## src/md5d_pkg.sv

```systemverilog
// Shared types, constants and round tables of the MD5 digest engine.
`default_nettype none

package md5d_pkg;

    typedef enum logic [1:0] {
        ACT_ABSORB        = 2'd0,
        ACT_ABSORB_FINISH = 2'd1,
        ACT_FINISH        = 2'd2,
        ACT_NONE          = 2'd3
    } action_t;

    typedef struct packed {
        action_t    action;
        logic [7:0] data_byte;
    } item_t;

    typedef struct packed {
        logic start;
        logic init;
    } cmp_ctl_t;

    localparam int unsigned QUEUE_DEPTH_DEFAULT = 4;

    localparam logic [31:0] IV_A = 32'h67452301;
    localparam logic [31:0] IV_B = 32'hEFCDAB89;
    localparam logic [31:0] IV_C = 32'h98BADCFE;
    localparam logic [31:0] IV_D = 32'h10325476;

    localparam logic [7:0] PAD_BYTE = 8'h80;
    localparam logic [5:0] LAST_POS = 6'h3F;

    function automatic logic [31:0] round_k(input logic [5:0] idx);
        logic [31:0] k;
        case (idx)
            6'd0:  k = 32'hd76aa478;  6'd1:  k = 32'he8c7b756;
            6'd2:  k = 32'h242070db;  6'd3:  k = 32'hc1bdceee;
            6'd4:  k = 32'hf57c0faf;  6'd5:  k = 32'h4787c62a;
            6'd6:  k = 32'ha8304613;  6'd7:  k = 32'hfd469501;
            6'd8:  k = 32'h698098d8;  6'd9:  k = 32'h8b44f7af;
            6'd10: k = 32'hffff5bb1;  6'd11: k = 32'h895cd7be;
            6'd12: k = 32'h6b901122;  6'd13: k = 32'hfd987193;
            6'd14: k = 32'ha679438e;  6'd15: k = 32'h49b40821;
            6'd16: k = 32'hf61e2562;  6'd17: k = 32'hc040b340;
            6'd18: k = 32'h265e5a51;  6'd19: k = 32'he9b6c7aa;
            6'd20: k = 32'hd62f105d;  6'd21: k = 32'h02441453;
            6'd22: k = 32'hd8a1e681;  6'd23: k = 32'he7d3fbc8;
            6'd24: k = 32'h21e1cde6;  6'd25: k = 32'hc33707d6;
            6'd26: k = 32'hf4d50d87;  6'd27: k = 32'h455a14ed;
            6'd28: k = 32'ha9e3e905;  6'd29: k = 32'hfcefa3f8;
            6'd30: k = 32'h676f02d9;  6'd31: k = 32'h8d2a4c8a;
            6'd32: k = 32'hfffa3942;  6'd33: k = 32'h8771f681;
            6'd34: k = 32'h6d9d6122;  6'd35: k = 32'hfde5380c;
            6'd36: k = 32'ha4beea44;  6'd37: k = 32'h4bdecfa9;
            6'd38: k = 32'hf6bb4b60;  6'd39: k = 32'hbebfbc70;
            6'd40: k = 32'h289b7ec6;  6'd41: k = 32'heaa127fa;
            6'd42: k = 32'hd4ef3085;  6'd43: k = 32'h04881d05;
            6'd44: k = 32'hd9d4d039;  6'd45: k = 32'he6db99e5;
            6'd46: k = 32'h1fa27cf8;  6'd47: k = 32'hc4ac5665;
            6'd48: k = 32'hf4292244;  6'd49: k = 32'h432aff97;
            6'd50: k = 32'hab9423a7;  6'd51: k = 32'hfc93a039;
            6'd52: k = 32'h655b59c3;  6'd53: k = 32'h8f0ccc92;
            6'd54: k = 32'hffeff47d;  6'd55: k = 32'h85845dd1;
            6'd56: k = 32'h6fa87e4f;  6'd57: k = 32'hfe2ce6e0;
            6'd58: k = 32'ha3014314;  6'd59: k = 32'h4e0811a1;
            6'd60: k = 32'hf7537e82;  6'd61: k = 32'hbd3af235;
            6'd62: k = 32'h2ad7d2bb;  6'd63: k = 32'heb86d391;
            default: k = 32'h0;
        endcase
        return k;
    endfunction

    // Index is {quarter, round[1:0]}.
    function automatic logic [4:0] rot_amt(input logic [3:0] idx);
        logic [4:0] s;
        case (idx)
            4'd0:  s = 5'd7;   4'd1:  s = 5'd12;  4'd2:  s = 5'd17;  4'd3:  s = 5'd22;
            4'd4:  s = 5'd5;   4'd5:  s = 5'd9;   4'd6:  s = 5'd14;  4'd7:  s = 5'd20;
            4'd8:  s = 5'd4;   4'd9:  s = 5'd11;  4'd10: s = 5'd16;  4'd11: s = 5'd23;
            4'd12: s = 5'd6;   4'd13: s = 5'd10;  4'd14: s = 5'd15;  4'd15: s = 5'd21;
            default: s = 5'd0;
        endcase
        return s;
    endfunction

    function automatic logic [3:0] msg_index(input logic [5:0] rnd);
        logic [3:0] r;
        logic [3:0] g;
        r = rnd[3:0];
        case (rnd[5:4])
            2'd0:    g = r;
            2'd1:    g = r * 4'd5 + 4'd1;
            2'd2:    g = r * 4'd3 + 4'd5;
            default: g = r * 4'd7;
        endcase
        return g;
    endfunction

    function automatic logic [31:0] rotl(input logic [31:0] v, input logic [4:0] s);
        logic [63:0] t;
        t = {v, v} << s;
        return t[63:32];
    endfunction

endpackage

`default_nettype wire

```

## src/md5d_in_if.sv

```systemverilog
// Input channel: one message byte and its action per transaction.
`default_nettype none

interface md5d_in_if;
    logic       valid;
    logic       ready;
    logic [1:0] action;
    logic [7:0] data_byte;

    modport source (output valid, output action, output data_byte, input ready);
    modport sink   (input valid, input action, input data_byte, output ready);
endinterface

`default_nettype wire

```

## src/md5d_out_if.sv

```systemverilog
// Output channel: one digest word per transaction.
`default_nettype none

interface md5d_out_if;
    logic        valid;
    logic        ready;
    logic [31:0] digest_word;
    logic [1:0]  word_index;
    logic        last_word;

    modport source (output valid, output digest_word, output word_index,
                    output last_word, input ready);
    modport sink   (input valid, input digest_word, input word_index,
                    input last_word, output ready);
endinterface

`default_nettype wire

```

## src/md5d_front.sv

```systemverilog
// Front end: accepts input transactions, drops meaningless actions, queues the rest.
`default_nettype none

module md5d_front #(
    parameter int unsigned QueueDepth = md5d_pkg::QUEUE_DEPTH_DEFAULT
) (
    input  logic            clk,
    input  logic            rst_n,
    input  logic            in_valid,
    output logic            in_ready,
    input  md5d_pkg::item_t in_item,
    output logic            item_valid,
    input  logic            item_ready,
    output md5d_pkg::item_t item
);
    import md5d_pkg::*;

    localparam int unsigned PW = (QueueDepth > 1) ? $clog2(QueueDepth) : 1;
    localparam int unsigned CW = $clog2(QueueDepth + 1);
    localparam logic [PW-1:0] LAST_SLOT = PW'(QueueDepth - 1);
    localparam logic [CW-1:0] FULL_CNT  = CW'(QueueDepth);

    item_t         queue_reg [QueueDepth];
    logic [PW-1:0] wr_ptr_reg, wr_ptr_next;
    logic [PW-1:0] rd_ptr_reg, rd_ptr_next;
    logic [CW-1:0] count_reg, count_next;
    logic          push, pop;

    assign in_ready   = (count_reg != FULL_CNT);
    assign item_valid = (count_reg != '0);
    assign item       = queue_reg[rd_ptr_reg];

    // Action code 3 is consumed here and never reaches the back end.
    assign push = in_valid && in_ready && (in_item.action != ACT_NONE);
    assign pop  = item_valid && item_ready;

    always_comb
    begin
        wr_ptr_next = wr_ptr_reg;
        rd_ptr_next = rd_ptr_reg;
        count_next  = count_reg;
        if (push)
        begin
            wr_ptr_next = (wr_ptr_reg == LAST_SLOT) ? '0 : wr_ptr_reg + 1'b1;
        end
        if (pop)
        begin
            rd_ptr_next = (rd_ptr_reg == LAST_SLOT) ? '0 : rd_ptr_reg + 1'b1;
        end
        if (push && !pop)
        begin
            count_next = count_reg + 1'b1;
        end
        else if (pop && !push)
        begin
            count_next = count_reg - 1'b1;
        end
    end

    always_ff @(posedge clk or negedge rst_n)
    begin
        if (!rst_n)
        begin
            wr_ptr_reg <= '0;
            rd_ptr_reg <= '0;
            count_reg  <= '0;
        end
        else
        begin
            wr_ptr_reg <= wr_ptr_next;
            rd_ptr_reg <= rd_ptr_next;
            count_reg  <= count_next;
        end
    end

    always_ff @(posedge clk)
    begin
        if (push)
        begin
            queue_reg[wr_ptr_reg] <= in_item;
        end
    end

endmodule

`default_nettype wire

```

## src/md5d_compress.sv

```systemverilog
// Iterative MD5 compression unit: one round per cycle, owns the chaining words.
`default_nettype none

module md5d_compress (
    input  logic               clk,
    input  logic               rst_n,
    input  md5d_pkg::cmp_ctl_t ctl,
    output logic               done,
    output logic [3:0]         msg_idx,
    input  logic [31:0]        msg_word,
    output logic [31:0]        chain [4]
);
    import md5d_pkg::*;

    typedef enum logic [1:0] {C_IDLE, C_PREP, C_RUN, C_ADD} cstate_t;

    cstate_t     state_reg;
    logic [5:0]  rnd_reg;
    logic [31:0] a_reg, b_reg, c_reg, d_reg;
    logic [31:0] kw_reg;
    logic [31:0] chain_reg [4];

    logic [5:0]  nxt_rnd;
    logic [31:0] kw_calc;
    logic [31:0] f_val;
    logic [31:0] sum;
    logic [31:0] nb;

    assign done  = (state_reg == C_ADD);
    assign chain = chain_reg;

    // Fetch constant plus message word one round ahead.
    assign nxt_rnd = (state_reg == C_PREP) ? 6'd0 : rnd_reg + 6'd1;
    assign msg_idx = msg_index(nxt_rnd);
    assign kw_calc = round_k(nxt_rnd) + msg_word;

    always_comb
    begin
        case (rnd_reg[5:4])
            2'd0:    f_val = d_reg ^ (b_reg & (c_reg ^ d_reg));
            2'd1:    f_val = c_reg ^ (d_reg & (b_reg ^ c_reg));
            2'd2:    f_val = b_reg ^ c_reg ^ d_reg;
            default: f_val = c_reg ^ (b_reg | ~d_reg);
        endcase
    end

    assign sum = a_reg + f_val + kw_reg;
    assign nb  = b_reg + rotl(sum, rot_amt({rnd_reg[5:4], rnd_reg[1:0]}));

    always_ff @(posedge clk or negedge rst_n)
    begin
        if (!rst_n)
        begin
            state_reg    <= C_IDLE;
            rnd_reg      <= '0;
            a_reg        <= '0;
            b_reg        <= '0;
            c_reg        <= '0;
            d_reg        <= '0;
            kw_reg       <= '0;
            chain_reg[0] <= IV_A;
            chain_reg[1] <= IV_B;
            chain_reg[2] <= IV_C;
            chain_reg[3] <= IV_D;
        end
        else
        begin
            case (state_reg)
                C_IDLE:
                begin
                    if (ctl.init)
                    begin
                        chain_reg[0] <= IV_A;
                        chain_reg[1] <= IV_B;
                        chain_reg[2] <= IV_C;
                        chain_reg[3] <= IV_D;
                    end
                    if (ctl.start)
                    begin
                        state_reg <= C_PREP;
                    end
                end
                C_PREP:
                begin
                    a_reg     <= chain_reg[0];
                    b_reg     <= chain_reg[1];
                    c_reg     <= chain_reg[2];
                    d_reg     <= chain_reg[3];
                    kw_reg    <= kw_calc;
                    rnd_reg   <= '0;
                    state_reg <= C_RUN;
                end
                C_RUN:
                begin
                    a_reg   <= d_reg;
                    d_reg   <= c_reg;
                    c_reg   <= b_reg;
                    b_reg   <= nb;
                    kw_reg  <= kw_calc;
                    rnd_reg <= rnd_reg + 6'd1;
                    if (rnd_reg == LAST_POS)
                    begin
                        state_reg <= C_ADD;
                    end
                end
                C_ADD:
                begin
                    chain_reg[0] <= chain_reg[0] + a_reg;
                    chain_reg[1] <= chain_reg[1] + b_reg;
                    chain_reg[2] <= chain_reg[2] + c_reg;
                    chain_reg[3] <= chain_reg[3] + d_reg;
                    state_reg    <= C_IDLE;
                end
                default:
                begin
                    state_reg <= C_IDLE;
                end
            endcase
        end
    end

endmodule

`default_nettype wire

```

## src/md5d_back.sv

```systemverilog
// Back end: packs bytes into the block, pads on finish, sequences compression, emits the digest.
`default_nettype none

module md5d_back (
    input  logic               clk,
    input  logic               rst_n,
    input  logic               item_valid,
    output logic               item_ready,
    input  md5d_pkg::item_t    item,
    output md5d_pkg::cmp_ctl_t cmp_ctl,
    input  logic               cmp_done,
    input  logic [3:0]         msg_idx,
    output logic [31:0]        msg_word,
    input  logic [31:0]        chain [4],
    output logic               out_valid,
    input  logic               out_ready,
    output logic [31:0]        digest_word,
    output logic [1:0]         word_index,
    output logic               last_word
);
    import md5d_pkg::*;

    typedef enum logic [2:0] {
        B_IDLE, B_AWAIT, B_PAD, B_XWAIT, B_FWAIT, B_OUT
    } bstate_t;

    bstate_t     state_reg, state_next;
    logic [31:0] total_reg, total_next;
    logic        fin_pend_reg, fin_pend_next;
    logic [1:0]  wcnt_reg, wcnt_next;
    logic        start_reg, start_next;
    logic        init_reg, init_next;
    logic        out_valid_reg, out_valid_next;
    logic [31:0] out_word_reg, out_word_next;
    logic [1:0]  out_idx_reg, out_idx_next;
    logic        out_last_reg, out_last_next;

    logic [31:0] blk_reg  [16];
    logic [31:0] blk_next [16];
    logic [31:0] pad_word [16];

    logic [5:0]  pos;
    logic [3:0]  wsel;
    logic [1:0]  lane;

    assign pos  = total_reg[5:0];
    assign wsel = pos[5:2];
    assign lane = pos[1:0];

    assign item_ready    = (state_reg == B_IDLE);
    assign msg_word      = blk_reg[msg_idx];
    assign cmp_ctl.start = start_reg;
    assign cmp_ctl.init  = init_reg;
    assign out_valid     = out_valid_reg;
    assign digest_word   = out_word_reg;
    assign word_index    = out_idx_reg;
    assign last_word     = out_last_reg;

    // Padded block: keep bytes below the current position, 0x80 there, zero above.
    always_comb
    begin
        for (int i = 0; i < 16; i++)
        begin
            pad_word[i] = blk_reg[i];
            if (4'(i) > wsel)
            begin
                pad_word[i] = '0;
            end
            else if (4'(i) == wsel)
            begin
                for (int j = 0; j < 4; j++)
                begin
                    if (2'(j) == lane)
                    begin
                        pad_word[i][j*8 +: 8] = PAD_BYTE;
                    end
                    else if (2'(j) > lane)
                    begin
                        pad_word[i][j*8 +: 8] = 8'h00;
                    end
                end
            end
        end
    end

    always_comb
    begin
        state_next     = state_reg;
        total_next     = total_reg;
        fin_pend_next  = fin_pend_reg;
        wcnt_next      = wcnt_reg;
        start_next     = 1'b0;
        init_next      = 1'b0;
        out_valid_next = out_valid_reg;
        out_word_next  = out_word_reg;
        out_idx_next   = out_idx_reg;
        out_last_next  = out_last_reg;
        blk_next       = blk_reg;

        if (out_valid_reg && out_ready)
        begin
            out_valid_next = 1'b0;
        end

        case (state_reg)
            B_IDLE:
            begin
                if (item_valid)
                begin
                    case (item.action)
                        ACT_ABSORB, ACT_ABSORB_FINISH:
                        begin
                            blk_next[wsel][{lane, 3'b000} +: 8] = item.data_byte;
                            total_next = total_reg + 32'd1;
                            if (pos == LAST_POS)
                            begin
                                start_next    = 1'b1;
                                fin_pend_next = (item.action == ACT_ABSORB_FINISH);
                                state_next    = B_AWAIT;
                            end
                            else if (item.action == ACT_ABSORB_FINISH)
                            begin
                                state_next = B_PAD;
                            end
                        end
                        ACT_FINISH:
                        begin
                            state_next = B_PAD;
                        end
                        default:
                        begin
                            state_next = B_IDLE;
                        end
                    endcase
                end
            end
            B_AWAIT:
            begin
                if (cmp_done)
                begin
                    state_next = fin_pend_reg ? B_PAD : B_IDLE;
                end
            end
            B_PAD:
            begin
                blk_next   = pad_word;
                start_next = 1'b1;
                // No room for the length word: compress this block, then a length-only one.
                if (pos[5:3] == 3'b111)
                begin
                    state_next = B_XWAIT;
                end
                else
                begin
                    blk_next[15] = total_reg;
                    state_next   = B_FWAIT;
                end
            end
            B_XWAIT:
            begin
                if (cmp_done)
                begin
                    for (int i = 0; i < 15; i++)
                    begin
                        blk_next[i] = '0;
                    end
                    blk_next[15] = total_reg;
                    start_next   = 1'b1;
                    state_next   = B_FWAIT;
                end
            end
            B_FWAIT:
            begin
                if (cmp_done)
                begin
                    wcnt_next  = 2'd0;
                    state_next = B_OUT;
                end
            end
            B_OUT:
            begin
                if (!out_valid_reg || out_ready)
                begin
                    out_valid_next = 1'b1;
                    out_word_next  = chain[wcnt_reg];
                    out_idx_next   = wcnt_reg;
                    out_last_next  = (wcnt_reg == 2'd3);
                    wcnt_next      = wcnt_reg + 2'd1;
                    if (wcnt_reg == 2'd3)
                    begin
                        init_next  = 1'b1;
                        total_next = '0;
                        state_next = B_IDLE;
                    end
                end
            end
            default:
            begin
                state_next = B_IDLE;
            end
        endcase
    end

    always_ff @(posedge clk or negedge rst_n)
    begin
        if (!rst_n)
        begin
            state_reg     <= B_IDLE;
            total_reg     <= '0;
            fin_pend_reg  <= 1'b0;
            wcnt_reg      <= '0;
            start_reg     <= 1'b0;
            init_reg      <= 1'b0;
            out_valid_reg <= 1'b0;
            out_word_reg  <= '0;
            out_idx_reg   <= '0;
            out_last_reg  <= 1'b0;
        end
        else
        begin
            state_reg     <= state_next;
            total_reg     <= total_next;
            fin_pend_reg  <= fin_pend_next;
            wcnt_reg      <= wcnt_next;
            start_reg     <= start_next;
            init_reg      <= init_next;
            out_valid_reg <= out_valid_next;
            out_word_reg  <= out_word_next;
            out_idx_reg   <= out_idx_next;
            out_last_reg  <= out_last_next;
        end
    end

    always_ff @(posedge clk)
    begin
        blk_reg <= blk_next;
    end

endmodule

`default_nettype wire

```

## src/md5_digest_engine.sv

```systemverilog
// MD5 digest engine (byte-stream input, byte-count length field): the top level.
// Message bytes arrive one per transaction on in_ch and are packed little-endian into a
// 64-byte block; a short input queue (QueueDepth entries) takes bytes while the back end
// is busy. A byte that completes a block starts the round unit, which does one MD5 round
// per cycle; that byte holds the back end through accept, start, load, 64 rounds and the
// chain update, and the back end takes no further byte before the chain update is done.
// A finish pads the block, compresses it (plus one extra block when the position is 56 or
// more), and then delivers the four chaining words on out_ch, low word first, last_word
// set on the fourth; the engine then starts a fresh message. The length word is the byte
// count modulo 2^32 in word 15, with word 14 zero. Action 3 is discarded.
`default_nettype none

module md5_digest_engine #(
    parameter int unsigned QueueDepth = md5d_pkg::QUEUE_DEPTH_DEFAULT
) (
    input  logic        clk,
    input  logic        rst_n,
    md5d_in_if.sink     in_ch,
    md5d_out_if.source  out_ch
);
    import md5d_pkg::*;

    item_t       in_item;
    item_t       q_item;
    logic        q_valid;
    logic        q_ready;
    cmp_ctl_t    cmp_ctl;
    logic        cmp_done;
    logic [3:0]  msg_idx;
    logic [31:0] msg_word;
    logic [31:0] chain [4];

    assign in_item.action    = action_t'(in_ch.action);
    assign in_item.data_byte = in_ch.data_byte;

    md5d_front #(
        .QueueDepth (QueueDepth)
    ) u_front (
        .clk        (clk),
        .rst_n      (rst_n),
        .in_valid   (in_ch.valid),
        .in_ready   (in_ch.ready),
        .in_item    (in_item),
        .item_valid (q_valid),
        .item_ready (q_ready),
        .item       (q_item)
    );

    md5d_back u_back (
        .clk         (clk),
        .rst_n       (rst_n),
        .item_valid  (q_valid),
        .item_ready  (q_ready),
        .item        (q_item),
        .cmp_ctl     (cmp_ctl),
        .cmp_done    (cmp_done),
        .msg_idx     (msg_idx),
        .msg_word    (msg_word),
        .chain       (chain),
        .out_valid   (out_ch.valid),
        .out_ready   (out_ch.ready),
        .digest_word (out_ch.digest_word),
        .word_index  (out_ch.word_index),
        .last_word   (out_ch.last_word)
    );

    md5d_compress u_compress (
        .clk      (clk),
        .rst_n    (rst_n),
        .ctl      (cmp_ctl),
        .done     (cmp_done),
        .msg_idx  (msg_idx),
        .msg_word (msg_word),
        .chain    (chain)
    );

endmodule

`default_nettype wire
```

## src/flat_wrapper.sv

```systemverilog
// flat-port wrapper written by rule: the top's interface ports become plain ports
module md5_digest_engine_flat import md5d_pkg::*;
#(
    parameter int unsigned QueueDepth = md5d_pkg::QUEUE_DEPTH_DEFAULT
)
  (clk, rst_n, in_ch_valid, in_ch_action, in_ch_data_byte, in_ch_ready, out_ch_valid, out_ch_digest_word, out_ch_word_index, out_ch_last_word, out_ch_ready);
  md5d_in_if in_ch_i ();
  md5d_out_if out_ch_i ();
  input  logic clk;
  input  logic rst_n;
  input wire logic [$bits(in_ch_i.valid)-1:0] in_ch_valid;
  input wire logic [$bits(in_ch_i.action)-1:0] in_ch_action;
  input wire logic [$bits(in_ch_i.data_byte)-1:0] in_ch_data_byte;
  output wire logic [$bits(in_ch_i.ready)-1:0] in_ch_ready;
  output wire logic [$bits(out_ch_i.valid)-1:0] out_ch_valid;
  output wire logic [$bits(out_ch_i.digest_word)-1:0] out_ch_digest_word;
  output wire logic [$bits(out_ch_i.word_index)-1:0] out_ch_word_index;
  output wire logic [$bits(out_ch_i.last_word)-1:0] out_ch_last_word;
  input wire logic [$bits(out_ch_i.ready)-1:0] out_ch_ready;
  assign in_ch_i.valid = in_ch_valid;
  assign in_ch_i.action = in_ch_action;
  assign in_ch_i.data_byte = in_ch_data_byte;
  assign in_ch_ready = in_ch_i.ready;
  assign out_ch_valid = out_ch_i.valid;
  assign out_ch_digest_word = out_ch_i.digest_word;
  assign out_ch_word_index = out_ch_i.word_index;
  assign out_ch_last_word = out_ch_i.last_word;
  assign out_ch_i.ready = out_ch_ready;
  md5_digest_engine #(.QueueDepth(QueueDepth)) u_core (.clk(clk), .rst_n(rst_n), .in_ch(in_ch_i), .out_ch(out_ch_i));
endmodule
```

## config.mk

```make
export PLATFORM = sky130hd
export DESIGN_NAME = md5_digest_engine_flat
export DESIGN_NICKNAME = d
export VERILOG_FILES = /design/src/md5d_pkg.sv /design/src/md5d_in_if.sv /design/src/md5d_out_if.sv /design/src/md5d_front.sv /design/src/md5d_compress.sv /design/src/md5d_back.sv /design/src/md5_digest_engine.sv /design/src/flat_wrapper.sv
export SDC_FILE = /design/constraint.sdc
export NUM_CORES = 2
export LEC_CHECK = 0
export BUFFER_PORTS_ARGS = -buffer_cell sky130_fd_sc_hd__buf_4
export CORE_MARGIN = 2
export CORE_UTILIZATION = 60
export DETAILED_ROUTE_END_ITERATION = 16
export GPL_TIMING_DRIVEN = 1
export PLACE_DENSITY_LB_ADDON = 0.2
export SYNTH_ARGS = -nofsm -noshare
export SYNTH_HDL_FRONTEND = slang
export SYNTH_HIERARCHICAL = 1
export SYNTH_SLANG_ARGS = --single-unit
```

## constraint.sdc

```tcl
create_clock -name clk -period 20.8 [get_ports clk]
set_clock_uncertainty 0.15 [all_clocks]
set_input_delay 4.16 -clock clk [delete_from_list [all_inputs] [get_ports clk]]
set_output_delay 4.16 -clock clk [all_outputs]
set_load 0.02 [all_outputs]
```

== After elaboration in Yosys (flattened, before gate mapping) ==
Memory sizes are Yosys's and may differ from the RTL's.
Cells that the tools add are included.

* Memories kept: 3
* Register bits after elaboration: 891
* ROM bits: 2128
* Bits in writable memories: 40
* Logic and storage cells: 485
* Bits of input ports: 14
* Output and inout port bits: 37

* Shifts and indexed selects: 3
* $mul: 3
* Reduce and logical (&&, ||, !) cells: 98
* Bitwise operators: 13
* $lt $le $gt $ge: 24
* Mux-type cells: 104
* Eq/ne operators: 131
* Add/subtract/negate cells: 18

{| class="wikitable"
|+ Memory list
! name !! words !! width !! read ports !! clocked after Yosys merged registers in !! write ports !! RTL line !! RTL
|-
| (name not given) || 64 || 32 || 1 || 0 || 0 || md5d_pkg.sv:35 || <nowiki>case (idx)</nowiki>
|-
| (name not given) || 16 || 5 || 1 || 0 || 0 || md5d_pkg.sv:76 || <nowiki>case (idx)</nowiki>
|-
| u_core.u_front.queue_reg || 4 || 10 || 1 || 0 || 1 || md5d_front.sv:23 || <nowiki>item_t queue_reg [QueueDepth];</nowiki>
|}

{| class="wikitable"
|+ Operator list
! cell !! number
|-
| two-way mux 512 bit || 3
|-
| one-hot mux 512 bit (3 select lines) || 1
|-
| two-way mux 32 bit || 42
|-
| bitwise mux 512 bit || 1
|-
| AND reduction 6 bit || 64
|-
| one-hot mux 32 bit (2 select lines) || 5
|-
| adder 32 bit || 8
|-
| one-hot mux 128 bit (2 select lines) || 1
|-
| inequality test 4 bit (second input constant) || 62
|-
| bitwise XOR 32 bit || 6
|-
| binary-select mux 32 bit (select 4 bit) || 1
|-
| demux 32 bit (select 4 bit) || 1
|-
| two-way mux 128 bit || 1
|-
| one-hot mux 32 bit (3 select lines) || 1
|-
| AND 32 bit || 2
|-
| binary-select mux 32 bit (select 2 bit) || 1
|-
| two-way mux 8 bit || 8
|-
| << shifter 64 x 5 -> 64 bit || 1
|-
| inequality test 3 bit (second input constant) || 16
|-
| two-way mux 3 bit || 11
|-
| adder 32 x 1 -> 32 bit (second input constant) || 1
|-
| equality test 4 bit (first input constant) || 8
|-
| greater-than comparator 4 bit (first input constant) || 8
|-
| inverter 32 bit || 1
|-
| 60 further kinds || 140
|}

== Longest topological paths before layout ==
* Depth after elaboration: 10
* Gate-level depth with buffers: 39
* Depth with buffers taken out: 35

== Cells and area by module ==
Netlist, hierarchy kept.

{| class="wikitable"
|+ By module, submodules not included
! module !! instances !! sequential area each (um2) !! cells an instance !! area an instance (um2)
|-
| md5d_back || 1 || 17276.6 || 2753 || 31988.2
|-
| md5d_compress || 1 || 7487.2 || 3949 || 30745.7
|-
| md5d_front || 1 || 1376.3 || 90 || 1889.3
|}

== Least setup slack after synthesis ==
No wires, ideal clock.

* Kind: flip-flop to flip-flop
* Start point: reg u_core.u_compress.rnd_reg[4]
* End point: reg u_core.u_compress.b_reg[31]
* Data arrival time: 7.893 ns
* Path slack: 12.629 ns
* Cell stages (with the launch flop): 38
* Data required time: 20.522 ns
* Library setup time: 0.128 ns
* Buffers on the path: 6
* Clock period less this slack: 8.171 ns
* Cell sequence: dfrtp_1 > buf_2 > buf_1 > clkbuf_1 > clkbuf_1 > buf_1 > nor2_1 > a221oi_1 > o22ai_1 > fa_1 > inv_1 > ha_1 > buf_2 > nand4_1 > nor4_1 > nand3_1 > a31oi_1 > mux2i_1 > [... 2 more ...] > mux4_2 > a2bb2oi_1 > nand2_1 > o21ai_0 > mux2i_1 > ha_1 > and3_1 > a22o_1 > a221o_1 > a21o_1 > o21a_1 > a31o_2 > a41oi_1 > o221a_2 > o21a_1 > and3_1 > nor3b_1 > nand3b_1

* Longest elaborated chain between the ends: 7
* Elaborated cells between the ends (all ways): 10
* Those cells by class: add/sub (3); eq/ne (2); shift (1); mux (2); reduce/logical (1); memory (1)

{| class="wikitable"
|+ RTL lines
! item !! RTL line !! RTL
|-
| from (decl) || md5d_compress.sv:18 || <nowiki>logic [5:0] rnd_reg;</nowiki>
|-
| from (signal assigned) || md5d_compress.sv:100 || <nowiki>rnd_reg <= rnd_reg + 6'd1;</nowiki>
|-
| equality test 2 bit (tied with other cells) || md5d_compress.sv:39 || <nowiki>case (rnd_reg[5:4])</nowiki>
|-
| one-hot mux 32 bit (3 select lines) || md5d_compress.sv:39 ||
|-
| adder 32 bit (2 in series) || md5d_compress.sv:47 || <nowiki>assign sum = a_reg + f_val + kw_reg;</nowiki>
|-
| << shifter 64 x 5 -> 64 bit (*) || md5d_pkg.sv:101 || <nowiki>t = {v, v} << s;</nowiki>
|-
| adder 32 bit (*) || md5d_compress.sv:48 || <nowiki>assign nb = b_reg + rotl(sum, rot_amt({rnd_reg[5:4], rnd_reg[1:0]}));</nowiki>
|-
| one-hot mux 32 bit (2 select lines) (*) || md5d_compress.sv:68 || <nowiki>case (state_reg)</nowiki>
|-
| to (signal assigned) || md5d_compress.sv:86 || <nowiki>b_reg <= chain_reg[1];</nowiki>
|-
| to (signal assigned) || md5d_compress.sv:98 || <nowiki>b_reg <= nb;</nowiki>
|-
| to (decl) || md5d_compress.sv:19 || <nowiki>logic [31:0] a_reg, b_reg, c_reg, d_reg;</nowiki>
|}

Every way passes the cells marked *; elsewhere a longest branch is shown, timed or not.
A chain may end at the register's enable or synchronous reset.

== Worst setup path in the final report ==
* Start point: reg u_core.u_compress.rnd_reg[0]
* End point: reg u_core.u_compress.kw_reg[30]

* Longest elaborated chain between the ends: 10
* Elaborated cells between the ends (all ways): 17
* Those cells by class: add/sub (4); mul (3); eq/ne (2); mux (5); bitwise (1); reduce/logical (1); memory (1)

{| class="wikitable"
|+ RTL lines
! item !! RTL line !! RTL
|-
| adder 6 x 1 -> 6 bit (*) || md5d_compress.sv:33 || <nowiki>assign nxt_rnd = (state_reg == C_PREP) ? 6'd0 : rnd_reg + 6'd1;</nowiki>
|-
| two-way mux 6 bit (*) || md5d_compress.sv:33 ||
|-
| multiplier 4 x 2 -> 4 bit / multiplier 4 x 3 -> 4 bit (equally long branches) || md5d_pkg.sv:93, md5d_pkg.sv:92 ||
|-
| adder 4 x 3 -> 4 bit / adder 4 x 1 -> 4 bit (equally long branches) || md5d_pkg.sv:93, md5d_pkg.sv:92 ||
|-
| one-hot mux 4 bit (3 select lines) (*) || md5d_pkg.sv:90 || <nowiki>case (rnd[5:4])</nowiki>
|-
| named net u_core.msg_idx[0] || md5_digest_engine.sv:29 || <nowiki>logic [3:0] msg_idx;</nowiki>
|-
| inverter 4 -> 5 bit (not written as such) (*) || md5d_back.sv:51 || <nowiki>assign msg_word = blk_reg[msg_idx];</nowiki>
|-
| binary-select mux 32 bit (select 4 bit) (*) || md5d_back.sv:51 ||
|-
| two-way mux 32 bit (not written as such) (*) (2 in series) || md5d_back.sv:51 ||
|-
| named net u_core.msg_word[0] || md5_digest_engine.sv:30 || <nowiki>logic [31:0] msg_word;</nowiki>
|-
| adder 32 bit (*) || md5d_compress.sv:35 || <nowiki>assign kw_calc = round_k(nxt_rnd) + msg_word;</nowiki>
|-
| to (signal assigned) || md5d_compress.sv:89 || <nowiki>kw_reg <= kw_calc;</nowiki>
|-
| to (signal assigned) || md5d_compress.sv:99 || <nowiki>kw_reg <= kw_calc;</nowiki>
|-
| to (decl) || md5d_compress.sv:20 || <nowiki>logic [31:0] kw_reg;</nowiki>
|}

The timed path passes the listed nets; every way through them passes the cells marked *. The select of a mux whose other input is x is not followed.

==> impl_metrics.csv <==
group,metric,value,unit
global_routing,grt_antenna_before_repair,10,
routing,first_pass_iters,11,
sta,drv_slew,0,
floorplanning,row_count,120,
global_routing,grt_pass1_vias,52284,
clock_tree,cts_tree,"yes",
sta,clock.fmax,99.31,MHz
power_and_ir_drop,power_density,56.74,nW/um^2
critical_path,end_kind,"flip-flop",
routing,viasPerCell,6.964,
final_layout,final_net_count,6902,
floorplanning,core_area,106900,sq um
power_and_ir_drop,switchingPower,0.0008741,W
global_routing,grt_pass1_wl,325.3,mm
global_routing,grt_usage,38.25,%
logic_synthesis,async_flop_share,40.71,%
floorplanning,die_h,332.2,microns
sta,layout_setup_ws,10730,ps
routing,drtAntennaViolNets,0,
final_layout,multi_input_area,36090,sq um
clock_tree,cts_buffers,102,
power_and_ir_drop,p_comb_share,2.1,%
logic_synthesis,yosysTopAreaCell,"edfxtp_1",
critical_path,crit_slowest_cell,"buf_4",
placed_design,pre_cts_ws,10960,ps
logic_synthesis,ys_seq_elements,931,
routing,wl,216.4,mm
critical_path,critPathLaunchType,"flip-flop",
placed_design,gp_congestion,0.9987,
power_and_ir_drop,max-vdd-ir-drop,0.08194,mV
worst_hold_path,hold-path-cell-count,1,
sta,fin_crit_sh,48.41,%
power_and_ir_drop,finalPower,0.003927,W
routing,avgRoutedWirePerCell,26.81,microns
clock_tree,cts_resized,0,
worst_hold_path,min_from,"u_core/u_back/digest_word[13]$_DFFE_PN0P_",
sta,rsz0062_at_grt,"false",
critical_path,path_max_fanout,51,
logic_synthesis,ys_types,109,
placed_design,detailed_place_hpwl,151.4,mm
power_and_ir_drop,switching_share,22.26,%
floorplanning,start_util,60.45,%
worst_hold_path,worstHoldPathType,"flip-flop to flip-flop",
clock_tree,clkTransAtPathRegs,60,ps
routing,drtIter0Drc,8500,
final_layout,areaGrowthSynthToFinish,7.113,%
logic_synthesis,synth-seq-area-share,40.45,%
final_layout,n_fill_cell,8495,
sta,worst_slew_pin_slew,1448,ps
power_and_ir_drop,seqPwrFrac,50.2,%
final_layout,largest_register_ffs,420,
critical_path,timing.rr.end,"u_core/u_compress/kw_reg[30]$_DFFE_PN0P_",
critical_path,path_common_cell,"buf_4",
clock_tree,cts_hold_buf,0,
logic_synthesis,syn_nets,7114,
global_routing,grt_remaining_overflow,0,
final_layout,regArea,26150,sq um
floorplanning,die-area,110300,sq um
logic_synthesis,syn_avg_cell_area,9.515,sq um
critical_path,crit_required,21250,ps
global_routing,grt_max_degree,206,
sta,hold_viol_final,0,
clock_tree,root_buffer,"clkbuf_16",
critical_path,worst-setup-path-type,"flip-flop to flip-flop",
routing,vias,56206,
critical_path,worstReg2RegStart,"u_core/u_compress/rnd_reg[0]$_DFFE_PN0P_",
logic_synthesis,netlist_area,64620,sq um
placed_design,dp.cells,7879,
logic_synthesis,synth.top_cell.area_share,25.65,%
routing,drc,0,
power_and_ir_drop,p_leak,27.30,nW
logic_synthesis,synth_cells,6792,
final_layout,drive_above_1_share,11.43,%
clock_tree,clkLatencyLatePin,730,ps
sta,whs,356.4,ps
worst_hold_path,hold-path-endpoint,"u_core/u_back/digest_word[13]$_DFFE_PN0P_",
logic_synthesis,synth_edf_count,552,
floorplanning,io_pins,51,
clock_tree,postCtsSetupRepairBufs,0,
critical_path,r2r_cells,26,
placed_design,port_buffers,50,
logic_synthesis,yosys_warnings,6,
critical_path,worstPathArrival,10520,ps
power_and_ir_drop,intPower,0.003053,W
critical_path,rrSetupSlack,10730,ps
critical_path,slowest_delay,920,ps
logic_synthesis,synthFlopType,"edfxtp_1",
status,status,"finished clean",
sta,setup_viol,0,
logic_synthesis,synth.top_cells.by_area,"edfxtp_1, dfrtp_1, mux4_2",
clock_tree,cts_sinks,931,
final_layout,layout.cells.non_filler,8071,
sta,fin_tns_setup,0,ps
floorplanning,die_w,332.2,microns
run,maxCapViolCount,0,
power_and_ir_drop,p_clk_share,47.7,%
clock_tree,clockBufferDepth,3,
clock_tree,htreeDepth,3,
sta,slew_headroom,2.833,%
sta,min_period,10070,ps
critical path: cells and delay by family, from the launching register on:
kind / cells / cell delay [ps]
AOI/OAI and AO/OA: 10 / 2590
and+or+nand+nor: 4 / 1530
adders and majority gates: 3 / 1040
DFF: 1 / 320
xor gates and xnor gates: 3 / 980
muxes: 3 / 1390
buffers and inverters: 3 / 1860
kinds of logic (layout without fill, tap and decap cells):
logic type      after synthesis  after routing  synth area share [%]
simple gates               2167           2167                 15.00
mux                         520            520                 12.24
other cells                   0              2                     0
flops                       931            931                 40.45
compound gates             1949           1949                 18.15
xor+xnor                    276            276                 3.741
buf+inv                     640            514                 3.952
fa+ha+maj                   309            309                 6.467
power by group through the flow:
stage               clock network [W]  registers, W  logic (W)
floorplan                           0       0.00200  0.0000419
global placement                    0       0.00201  0.0000801
detailed placement                  0       0.00201  0.0000828
CTS                           0.00189       0.00197  0.0000829
global route                  0.00196       0.00197  0.0000891
finish                        0.00187       0.00197  0.0000833
cell usage in the layout (no fill, tap or decap), drive strengths merged, types with 185 or more instances in the layout:
cell type | Yosys | final
ha | 266 | 266
nor2 | 851 | 851
mux2i | 237 | 237
dfrtp | 315 | 315
edfxtp | 552 | 552
mux4 | 208 | 208
nand2 | 693 | 693
o21ai | 360 | 360
xnor2 | 185 | 185
a21oi | 912 | 912
cell usage after synthesis (13+ instances only):
library cell / n
edfxtp_1: 552
fa_1: 42
a21o_1: 100
o22a_1: 84
o32ai_1: 13
nor3b_1: 13
a22o_1: 23
nand4_1: 22
o22ai_1: 66
nor2_1: 847
ha_1: 266
a31oi_1: 67
inv_1: 177
o211ai_1: 33
dfstp_2: 64
nand3_1: 141
o21bai_1: 28
o21ai_1: 19
xor2_1: 91
o221ai_1: 14
and2_0: 22
mux2_2: 72
o21a_1: 27
o31ai_1: 18
dfrtp_1: 315
nor4_2: 13
a221oi_1: 29
and2_1: 53
nor2b_1: 38
o21ai_0: 338
a211oi_1: 41
buf_1: 44
nand2_1: 685
nor3_1: 138
or2_2: 16
buf_2: 84
mux4_2: 208
clkbuf_1: 320
nand2b_1: 39
a22oi_1: 24
a21oi_1: 912
and3_1: 43
xnor2_1: 185
or3_1: 16
mux2i_1: 237
cell type report:
class / instances / area share, %
Antenna cell: 2 / 0.007230
Clock buffer: 136 / 4.062
Clock inverter: 54 / 0.9164
Inverter: 181 / 0.9815
Multi-Input combinational cell: 5221 / 52.14
Sequential cell: 931 / 37.77
Tap cell: 1403 / 2.536
Timing Repair Buffer: 143 / 1.580
routing by layer:
| layer | part of all wire, % | wire [microns] | vias to the layer above | track usage [%] |
|---|---|---|---|---|
| met4 | 5.0 | 10750 | 16 | 16.19 |
| met1 | 39 | 85250 | 27105 | 54.58 |
| li1 | - | - | 24486 | - |
| met2 | 42 | 91660 | 3916 | 55.29 |
| met5 | 0.056 | 122 | - | 0 |
| met3 | 13 | 28630 | 683 | 10.04 |
metrics by stage:
step	utilization, %	area (sq um)
floorplan	-	64620
global placement	61.52	65770
detailed placement	61.52	65770
CTS	64.75	69220
global route	64.75	69220
finish	64.75	69220
how the worst max path moves through the flow:
stage	startpoint	depth (start not counted)	slack, ps	to
final	u_core/u_compress/rnd_reg[0]$_DFFE_PN0P_	26	10730	u_core/u_compress/kw_reg[30]$_DFFE_PN0P_
after global routing	u_core/u_compress/rnd_reg[0]$_DFFE_PN0P_	25	10200	u_core/u_compress/kw_reg[31]$_DFFE_PN0P_
after CTS	u_core/u_compress/rnd_reg[0]$_DFFE_PN0P_	26	10920	u_core/u_compress/kw_reg[30]$_DFFE_PN0P_
after detailed placement	u_core/u_compress/rnd_reg[0]$_DFFE_PN0P_	26	10960	u_core/u_compress/kw_reg[30]$_DFFE_PN0P_
after global placement	u_core/u_compress/rnd_reg[0]$_DFFE_PN0P_	26	11240	u_core/u_compress/kw_reg[30]$_DFFE_PN0P_
after floorplan	u_core/u_compress/rnd_reg[4]$_DFFE_PN0P_	37	12630	u_core/u_compress/b_reg[31]$_DFFE_PN0P_
No activity file was read; power rests on OpenSTA's default activity.
